### src/design/ntb_pkg.sv
package ntb_pkg;

    // residue width and modulus
    localparam int DataW = 14;
    localparam logic [DataW-1:0] ModQ = 14'd12289;

    // montgomery radix R = 2^RBits and -q^-1 mod R
    localparam int RBits = 16;
    localparam logic [RBits-1:0] QNegInv = 16'd12287;

    // reset value of the scale register
    localparam logic [DataW-1:0] ScaleReset = 14'd64;

    // montgomery datapath widths and latency
    localparam int ProdW = 2 * DataW;
    localparam int MulW = RBits + DataW;
    localparam int SumW = MulW + 1;
    localparam int MontLat = 4;

    typedef enum logic [1:0] {
        CMD_FWD   = 2'd0,
        CMD_INV   = 2'd1,
        CMD_SCALE = 2'd2
    } cmd_t;

    // fields that travel beside the multiplier
    typedef struct packed {
        cmd_t             cmd;
        logic [DataW-1:0] a;
        logic [DataW-1:0] sum;
        logic             err;
    } side_t;

    // (a + b) mod q
    function automatic logic [DataW-1:0] mod_add(input logic [DataW-1:0] a,
                                                 input logic [DataW-1:0] b);
        logic [DataW:0] s;
        s = {1'b0, a} + {1'b0, b};
        if (s >= {1'b0, ModQ})
        begin
            s = s - {1'b0, ModQ};
        end
        return s[DataW-1:0];
    endfunction

    // (a - b) mod q
    function automatic logic [DataW-1:0] mod_sub(input logic [DataW-1:0] a,
                                                 input logic [DataW-1:0] b);
        logic [DataW:0] s;
        if (a >= b)
        begin
            s = {1'b0, a} - {1'b0, b};
        end
        else
        begin
            s = {1'b0, a} + {1'b0, ModQ} - {1'b0, b};
        end
        return s[DataW-1:0];
    endfunction

endpackage

### src/design/ntb_in_if.sv
interface ntb_in_if;
    import ntb_pkg::*;

    logic             valid;
    logic             ready;
    logic [1:0]       command;
    logic [DataW-1:0] operand_a;
    logic [DataW-1:0] operand_b;
    logic [DataW-1:0] twiddle;

    modport source (
        output valid,
        output command,
        output operand_a,
        output operand_b,
        output twiddle,
        input  ready
    );

    modport sink (
        input  valid,
        input  command,
        input  operand_a,
        input  operand_b,
        input  twiddle,
        output ready
    );

endinterface

### src/design/ntb_out_if.sv
interface ntb_out_if;
    import ntb_pkg::*;

    logic             valid;
    logic             ready;
    logic [DataW-1:0] result_a;
    logic [DataW-1:0] result_b;
    logic             range_error;

    modport source (
        output valid,
        output result_a,
        output result_b,
        output range_error,
        input  ready
    );

    modport sink (
        input  valid,
        input  result_a,
        input  result_b,
        input  range_error,
        output ready
    );

endinterface

### src/design/ntb_mont.sv
module ntb_mont (
    input  logic                     clk,
    input  logic                     en,
    input  logic [ntb_pkg::DataW-1:0] x,
    input  logic [ntb_pkg::DataW-1:0] y,
    output logic [ntb_pkg::DataW-1:0] r
);
    import ntb_pkg::*;

    logic [ProdW-1:0]   t1_reg;
    logic [ProdW-1:0]   t2_reg;
    logic [ProdW-1:0]   t3_reg;
    logic [RBits-1:0]   mlo_reg;
    logic [MulW-1:0]    m_reg;
    logic [DataW-1:0]   r_reg;

    logic [ProdW-1:0]   t1_next;
    logic [2*RBits-1:0] mlo_full;
    logic [RBits-1:0]   mlo_next;
    logic [MulW-1:0]    m_next;
    logic [SumW-1:0]    sum_full;
    logic [DataW:0]     red;
    logic [DataW-1:0]   r_next;

    // product x*y
    assign t1_next = ProdW'(x) * ProdW'(y);

    // m = (t * -q^-1) mod R
    assign mlo_full = (2*RBits)'(t1_reg[RBits-1:0]) * (2*RBits)'(QNegInv);
    assign mlo_next = mlo_full[RBits-1:0];

    // m * q
    assign m_next = MulW'(mlo_reg) * MulW'(ModQ);

    // (t + m*q) / R, then one conditional subtract
    assign sum_full = SumW'(t3_reg) + SumW'(m_reg);
    assign red      = sum_full[SumW-1:RBits];
    assign r_next   = (red >= {1'b0, ModQ}) ? DataW'(red - {1'b0, ModQ}) : red[DataW-1:0];

    // four pipeline stages, frozen together on a stall
    always_ff @(posedge clk)
    begin
        if (en)
        begin
            t1_reg  <= t1_next;
            mlo_reg <= mlo_next;
            t2_reg  <= t1_reg;
            m_reg   <= m_next;
            t3_reg  <= t2_reg;
            r_reg   <= r_next;
        end
    end

    assign r = r_reg;

endmodule

### src/design/ntt_butterfly_montgomery.sv
// NTT butterfly over q = 12289 with Montgomery multiplication (R = 2^16).
// One transaction is accepted every cycle unless the output is stalled; each
// gives one result through the input register, operand select, four-stage
// Montgomery multiplier and output register. When the output is stalled the whole
// pipeline holds, so the sustained rate is one transaction per cycle as
// long as results are taken. scale_factor may only be written while the
// pipeline is empty.
module ntt_butterfly_montgomery (
    input  logic                      clk,
    input  logic                      rst_n,
    input  logic                      scale_factor_we,
    input  logic [ntb_pkg::DataW-1:0] scale_factor_wdata,
    ntb_in_if.sink                    din,
    ntb_out_if.source                 dout
);
    import ntb_pkg::*;

    logic             adv;
    logic [DataW-1:0] scale_factor_reg;

    // stage 1: input register
    logic             s1_valid_reg;
    cmd_t             s1_cmd_reg;
    logic [DataW-1:0] s1_a_reg;
    logic [DataW-1:0] s1_b_reg;
    logic [DataW-1:0] s1_tw_reg;

    // stage 2: multiplier operands
    logic             s2_valid_reg;
    logic [DataW-1:0] s2_x_reg;
    logic [DataW-1:0] s2_y_reg;
    side_t            s2_side_reg;
    logic [DataW-1:0] s2_x_next;
    logic [DataW-1:0] s2_y_next;
    side_t            s2_side_next;

    // side pipeline beside the multiplier
    logic             mv_reg [MontLat];
    side_t            side_reg [MontLat];
    logic [DataW-1:0] mont_r;

    // output stage
    logic             out_valid_reg;
    logic [DataW-1:0] result_a_reg;
    logic [DataW-1:0] result_b_reg;
    logic             err_reg;
    cmd_t             out_cmd_reg;
    logic [DataW-1:0] result_a_next;
    logic [DataW-1:0] result_b_next;
    logic             err_next;
    side_t            last;

    // whole pipeline moves when the output register is free or being taken
    assign adv       = !out_valid_reg || dout.ready;
    assign din.ready = adv;

    // scale register
    always_ff @(posedge clk or negedge rst_n)
    begin
        if (!rst_n)
        begin
            scale_factor_reg <= ScaleReset;
        end
        else if (scale_factor_we)
        begin
            scale_factor_reg <= scale_factor_wdata;
        end
    end

    // range check and operand select
    always_comb
    begin
        s2_side_next.cmd = s1_cmd_reg;
        s2_side_next.a   = s1_a_reg;
        s2_side_next.sum = mod_add(s1_a_reg, s1_b_reg);
        s2_side_next.err = 1'b0;
        s2_x_next        = s1_b_reg;
        s2_y_next        = s1_tw_reg;
        if (s1_cmd_reg inside {CMD_FWD, CMD_INV})
        begin
            s2_side_next.err = (s1_a_reg >= ModQ) || (s1_b_reg >= ModQ) ||
                               (s1_tw_reg >= ModQ);
        end
        case (s1_cmd_reg)
            CMD_FWD:
            begin
                s2_x_next = s1_b_reg;
                s2_y_next = s1_tw_reg;
            end
            CMD_INV:
            begin
                s2_x_next = mod_sub(s1_a_reg, s1_b_reg);
                s2_y_next = s1_tw_reg;
            end
            CMD_SCALE:
            begin
                s2_x_next        = s1_a_reg;
                s2_y_next        = scale_factor_reg;
                s2_side_next.err = (s1_a_reg >= ModQ) || (scale_factor_reg >= ModQ);
            end
            default:
            begin
                s2_x_next = '0;
                s2_y_next = '0;
            end
        endcase
    end

    // montgomery multiplier
    ntb_mont u_mont (
        .clk (clk),
        .en  (adv),
        .x   (s2_x_reg),
        .y   (s2_y_reg),
        .r   (mont_r)
    );

    // final add/sub and result select
    assign last = side_reg[MontLat-1];

    always_comb
    begin
        result_a_next = '0;
        result_b_next = '0;
        err_next      = last.err;
        if (!last.err)
        begin
            case (last.cmd)
                CMD_FWD:
                begin
                    result_a_next = mod_add(last.a, mont_r);
                    result_b_next = mod_sub(last.a, mont_r);
                end
                CMD_INV:
                begin
                    result_a_next = last.sum;
                    result_b_next = mont_r;
                end
                CMD_SCALE:
                begin
                    result_a_next = mont_r;
                end
                default:
                begin
                    result_a_next = '0;
                end
            endcase
        end
    end

    // valid bits
    always_ff @(posedge clk or negedge rst_n)
    begin
        if (!rst_n)
        begin
            s1_valid_reg  <= 1'b0;
            s2_valid_reg  <= 1'b0;
            out_valid_reg <= 1'b0;
            for (int i = 0; i < MontLat; i++)
            begin
                mv_reg[i] <= 1'b0;
            end
        end
        else if (adv)
        begin
            s1_valid_reg  <= din.valid;
            s2_valid_reg  <= s1_valid_reg;
            mv_reg[0]     <= s2_valid_reg;
            for (int i = 1; i < MontLat; i++)
            begin
                mv_reg[i] <= mv_reg[i-1];
            end
            out_valid_reg <= mv_reg[MontLat-1];
        end
    end

    // payload registers
    always_ff @(posedge clk)
    begin
        if (adv)
        begin
            s1_cmd_reg   <= cmd_t'(din.command);
            s1_a_reg     <= din.operand_a;
            s1_b_reg     <= din.operand_b;
            s1_tw_reg    <= din.twiddle;
            s2_x_reg     <= s2_x_next;
            s2_y_reg     <= s2_y_next;
            s2_side_reg  <= s2_side_next;
            side_reg[0]  <= s2_side_reg;
            for (int i = 1; i < MontLat; i++)
            begin
                side_reg[i] <= side_reg[i-1];
            end
            result_a_reg <= result_a_next;
            result_b_reg <= result_b_next;
            err_reg      <= err_next;
            out_cmd_reg  <= last.cmd;
        end
    end

    assign dout.valid       = out_valid_reg;
    assign dout.result_a    = result_a_reg;
    assign dout.result_b    = result_b_reg;
    assign dout.range_error = err_reg;

    // results of an in-range transaction are reduced residues
    assert property (@(posedge clk) disable iff (!rst_n)
        out_valid_reg && !err_reg |-> (result_a_reg < ModQ) && (result_b_reg < ModQ))
        else $error("result not reduced mod q");

    // a flagged transaction carries zero results
    assert property (@(posedge clk) disable iff (!rst_n)
        out_valid_reg && err_reg |-> (result_a_reg == '0) && (result_b_reg == '0))
        else $error("range error with nonzero result");

    // scaling leaves the second result at zero
    assert property (@(posedge clk) disable iff (!rst_n)
        out_valid_reg && (out_cmd_reg == CMD_SCALE) |-> (result_b_reg == '0))
        else $error("scale result_b not zero");

    // a stall freezes the tail of the multiplier pipe
    assert property (@(posedge clk) disable iff (!rst_n)
        !adv |=> $stable(mv_reg[MontLat-1]) && $stable(mont_r))
        else $error("multiplier pipe moved during stall");

endmodule

### src/flat_wrapper.sv
// flat-port wrapper written by rule: the top's interface ports become plain ports
module ntt_butterfly_montgomery_flat import ntb_pkg::*;
  (clk, rst_n, scale_factor_we, scale_factor_wdata, din_valid, din_command, din_operand_a, din_operand_b, din_twiddle, din_ready, dout_valid, dout_result_a, dout_result_b, dout_range_error, dout_ready);
  ntb_in_if din_i ();
  ntb_out_if dout_i ();
  input  logic clk;
  input  logic rst_n;
  input  logic scale_factor_we;
  input  logic [ntb_pkg::DataW-1:0] scale_factor_wdata;
  input wire logic [$bits(din_i.valid)-1:0] din_valid;
  input wire logic [$bits(din_i.command)-1:0] din_command;
  input wire logic [$bits(din_i.operand_a)-1:0] din_operand_a;
  input wire logic [$bits(din_i.operand_b)-1:0] din_operand_b;
  input wire logic [$bits(din_i.twiddle)-1:0] din_twiddle;
  output wire logic [$bits(din_i.ready)-1:0] din_ready;
  output wire logic [$bits(dout_i.valid)-1:0] dout_valid;
  output wire logic [$bits(dout_i.result_a)-1:0] dout_result_a;
  output wire logic [$bits(dout_i.result_b)-1:0] dout_result_b;
  output wire logic [$bits(dout_i.range_error)-1:0] dout_range_error;
  input wire logic [$bits(dout_i.ready)-1:0] dout_ready;
  assign din_i.valid = din_valid;
  assign din_i.command = din_command;
  assign din_i.operand_a = din_operand_a;
  assign din_i.operand_b = din_operand_b;
  assign din_i.twiddle = din_twiddle;
  assign din_ready = din_i.ready;
  assign dout_valid = dout_i.valid;
  assign dout_result_a = dout_i.result_a;
  assign dout_result_b = dout_i.result_b;
  assign dout_range_error = dout_i.range_error;
  assign dout_i.ready = dout_ready;
  ntt_butterfly_montgomery u_core (.clk(clk), .rst_n(rst_n), .scale_factor_we(scale_factor_we), .scale_factor_wdata(scale_factor_wdata), .din(din_i), .dout(dout_i));
endmodule
### config.mk
export PLATFORM = sky130hd
export DESIGN_NAME = ntt_butterfly_montgomery_flat
export DESIGN_NICKNAME = d
export VERILOG_FILES = /design/src/design/ntb_pkg.sv /design/src/design/ntb_in_if.sv /design/src/design/ntb_out_if.sv /design/src/design/ntb_mont.sv /design/src/design/ntt_butterfly_montgomery.sv /design/src/flat_wrapper.sv
export SDC_FILE = /design/constraint.sdc
export NUM_CORES = 1
export LEC_CHECK = 0
export BUFFER_PORTS_ARGS = -buffer_cell sky130_fd_sc_hd__buf_2
export CORE_MARGIN = 3
export CORE_UTILIZATION = 35
export CTS_CLUSTER_SIZE = 20
export DETAILED_ROUTE_END_ITERATION = 6
export REMOVE_ABC_BUFFERS = 1
export SYNTH_ARGS = -nofsm -noshare
export SYNTH_HDL_FRONTEND = slang
export SYNTH_SLANG_ARGS = --single-unit
### constraint.sdc
create_clock -name clk -period 21.3 [get_ports clk]
set_input_delay 4.26 -clock clk [delete_from_list [all_inputs] [get_ports clk]]
set_output_delay 4.26 -clock clk [all_outputs]
set_load 0.1 [all_outputs]
=== Word-level counts from Yosys, hierarchy flattened ===
Memories as Yosys holds them, arrays and structs flattened.
Index checks and enable logic that the tools add are counted.

* Reductions and logical operators: 9
* Add/subtract/negate cells: 12
* Equal/unequal tests: 4
* Mux-type cells: 13
* Multipliers: 3
* Order comparisons: 9

{| class="wikitable"
|+ Operator list
! kind !! number
|-
| 14-bit one-hot mux with 3 select lines || 2
|-
| 14-bit 2-to-1 mux || 5
|-
| 14-bit greater-or-equal comparator (second input constant) || 4
|-
| 14-bit one-hot mux with 2 select lines || 2
|-
| 14-bit subtractor || 4
|-
| 15-bit by 14-bit greater-or-equal comparator with 1-bit output (second input constant) || 3
|-
| 14-bit subtractor (second input constant) || 3
|-
| 28-bit by 30-bit adder with 31-bit output || 1
|-
| 14-bit by 14-bit adder with 15-bit output || 2
|-
| 16-bit by 14-bit multiplier with 30-bit output (second input constant) || 1
|-
| 14-bit adder (second input constant) || 2
|-
| 14-bit greater-or-equal comparator || 2
|-
| 14-bit by 14-bit multiplier with 28-bit output || 1
|-
| 16-bit by 14-bit multiplier with 16-bit output (second input constant) || 1
|-
| 2-bit by 1-bit equality test with 1-bit output (second input constant) || 2
|-
| 2-bit equality test (second input constant) || 2
|-
| 2-bit zero test || 2
|-
| 1-bit logical OR || 4
|-
| 1-bit 2-to-1 mux || 4
|-
| 2-bit nonzero test || 1
|-
| 2-bit OR reduction || 1
|-
| 1-bit zero test || 1
|}

* Output and inout port bits: 31
* Memories: 1
* Logic and storage cells: 78
* Memory bits (writable): 124
* Input port bits: 63
* Register bits after elaboration: 297

{| class="wikitable"
|+ Memories
! memory !! depth !! bits a word !! rd ports !! clocked after memory_dff !! wr ports !! RTL line !! text
|-
| u_core.side_reg || 4 || 31 || 4 || 0 || 4 || ntt_butterfly_montgomery.sv:39 || <nowiki>side_t side_reg [MontLat];</nowiki>
|}

=== Longest topological paths before layout ===
* Word-level depth: 5
* Mapped depth: 24
* Mapped depth without buffers: 23

=== By module ===
A second synthesis with hierarchy kept.

* Cell total of the unflattened synthesis: 2726
* Area, all modules: 31333.8 sq um

{| class="wikitable"
|+ Modules (own cells, without submodules)
! module !! times used !! cells an instance !! seq. area each (sq um) !! area each (sq um)
|-
| ntb_mont || 1 || 1530 || 4264.1 || 16549.6
|-
| ntt_butterfly_montgomery || 1 || 1196 || 8214.1 || 14784.2
|}

=== Worst setup path after synthesis ===
OpenSTA, ideal clock, no wires.

* Path kind: input port to output port
* Start point: input dout_ready
* End point: output din_ready
* Stages on the path: 2
* Buffers on the path: 1
* Setup slack: 0.988 ns
* Data required time: 17.040 ns
* Arrival: 16.052 ns
* Path through: nand2b_1 clkbuf_1

* Longest elaborated chain between the ends: 1

{| class="wikitable"
|+ Ends and longest elaborated chain
! element !! RTL line !! text
|-
| from (decl) || flat_wrapper.sv:20 || <nowiki>input wire logic [$bits(dout_i.ready)-1:0] dout_ready;</nowiki>
|-
| 1-bit logical OR || ntt_butterfly_montgomery.sv:54 || <nowiki>assign adv = !out_valid_reg || dout.ready;</nowiki>
|-
| to (decl) || flat_wrapper.sv:15 || <nowiki>output wire logic [$bits(din_i.ready)-1:0] din_ready;</nowiki>
|}

Every way passes these cells.

=== Final worst setup path ===
Same ends and word-level chain as after synthesis.

==> flow_summary.yaml <==
worst_setup_path:
  critPathLaunchType: "input pin"
  crit_path_end_kind: "output pin"
  path_max_fanout: 43
  arrival_ns: 5.46
  crit_type: "in -> out"
  cp.required_ns: 17.04
global_route:
  antenna_found_initial: 0
  grt_pass1_vias: 19740
  grt_usage_pct: 13.35
  overflow: 0
  grt_max_degree: 180
  grt_pass1_wl_mm: 101.7
clock_tree:
  cts_made_buffers: 45
  cts_tree: "yes"
  ctsResizeCount: 0
  cts-root-buf: "clkbuf_16"
  clock_sinks: 419
  h-tree-depth: 2
  clkTransAtPathRegs_ns: 0.06
  hold_buffers: 0
  cts_setup_buffers: 0
  clockBufferDepth: 3
  worstSkewPairLatency_ns: 0.60
finish:
  syn_to_final_growth_pct: 10.33
  num_antenna_cells: 0
  final_nets: 3461
  largest_reg_flops: 124
  drive_above_1_share_pct: 7.886
yosys:
  ys_ff_latch: 419
  seq_area_frac_synth_pct: 40.10
  synth-edff-count: 398
  synth_area_mm2: 0.03112
  synthDistinctLibCells: 88
  ys.flop_type: "edfxtp_1"
  synthCells: 2750
  avgSynthCellArea_um2: 11.32
  ys.warnings.count: 0
  postSynth.asyncResetShare_pct: 5.012
detailed_routing:
  drt-pass1-iter-count: 5
  vias: 19385
  wirelength_mm: 61.51
  drt-initial-drc-count: 970
  viasPerCell: 4.837
  ant_nets: 0
  drc: 0
  wire_per_inst_um: 15.35
placed_design:
  hpwl_mm: 47.77
  place.gp.congestion: 0.8545
  numPortBuffers: 93
timing:
  finalSetupTns_ns: 0
  slew_viol_final: 0
  worst_pin_slew_ns: 1.147
  fmax_mhz: 102.9
  rsz0062_at_grt: "no"
  min_period_ns: 9.719
  finalClockSkew_ns: 0.03628
  finalHoldViolCount: 0
  setup_viol: 0
  period_share_pct: 45.63
  max-slew-margin-rel_pct: 23.16
floorplan:
  core_mm2: 0.08743
  initial_core_util_pct: 35.59
  io_pins: 94
  core.rowCount: 108
  die_h_um: 304.2
  die_area_mm2: 0.09253
  die_x_um: 304.2
job:
  drv_cap: 0
hold_path:
  min_path_type: "reg -> reg"
outcome:
  outcome: "finished clean"
path summary, 6_finish.rpt:
check	slack (ns)	endpoint	cells after the start	startpoint
worst max-delay path	11.58	din_ready	3	dout_ready
min in group asynchronous	3.64	u_core.mv_reg[0]	1	rst_n
worst min register to register	0.39	u_core.side_reg[1][4]	0	u_core.side_reg[0][4]
worst max register to register	14.31	u_core.u_mont.t1_reg[24]	22	u_core.s2_x_reg[9]
worst min-delay path	0.39	u_core.side_reg[1][4]	0	u_core.side_reg[0][4]
max in group asynchronous	17.31	u_core.scale_factor_reg[6]	1	rst_n
cells in the final DEF, fill, tap and decap left out, drive strengths merged, types with 85 or more instances in the layout:
cell and n:
nor2 109, fa 232, ha 345, buf 103, o21ai 85, xnor2 134, inv 395, edfxtp 398
and2 98, a21oi 113, nand2 218
logic make-up (layout without fill, tap and decap cells):
kind of cell | count (synthesis) | after routing | synth area share [%]
DFF | 419 | 419 | 40.10
and+or+nand+nor | 638 | 638 | 10.10
buffers and inverters | 473 | 576 | 5.721
adders and majority gates | 579 | 579 | 28.87
AOI/OAI and AO/OA | 431 | 431 | 9.071
xor gates and xnor gates | 175 | 175 | 4.925
muxes | 35 | 35 | 1.218
critical path: stages:
cell      delay, ns
buf_2          0.08
nand2b_4       0.51
buf_2          0.56
synthesized netlist by cell type (all sizes together), types with 41 or more instances:
cell type | instances | area, µm²
inv | 393 | 1475
ha | 345 | 4317
nor3 | 50 | 250.2
xor2 | 41 | 359.1
clkbuf | 71 | 266.5
and2 | 98 | 613.1
a21oi | 113 | 565.5
edfxtp | 398 | 11950
fa | 232 | 4644
o21ai | 85 | 429.2
nor2 | 109 | 409.1
xnor2 | 134 | 1174
nand2 | 218 | 820.8
metal layers:
metal | track usage [%] | share of wire [%] | vias up
met5 | 0 | 0 | -
met4 | 3.544 | 2.2 | 0
met3 | 1.893 | 3.8 | 78
met2 | 22.20 | 47 | 305
met1 | 18.32 | 47 | 9423
li1 | - | - | 9579
layout make-up:
cell class	count	area, µm²
clock buffers	55	1205
clock inverters	24	301.5
fillers	8455	53100
inverters	394	1479
multi-input cells	1858	16870
flip-flops and latches	419	12480
well taps	1155	1445
repair buffers	103	553.0
metrics by stage:
| stage | instances | hold slack (ns) | util (%) | worst slack [ns] | cell area, µm² |
|---|---|---|---|---|---|
| final | 4008 | 0.3877 | 39.27 | 11.58 | 34330 |
| after global routing | 4008 | 0.3925 | 39.27 | 11.51 | 34330 |
| after CTS | 4008 | 0.3908 | 39.27 | 11.54 | 34330 |
| after detailed placement | 3929 | 0.4045 | 37.55 | 11.54 | 32830 |
| after global placement | 3929 | 0.4006 | 37.55 | 11.57 | 32830 |
| after floorplan | 2671 | 0.4003 | - | 2.432 | 30820 |
Power is left out: the tool's default activity adds up to more than one toggle a clock period on the data nets, which glitch-free logic cannot reach.
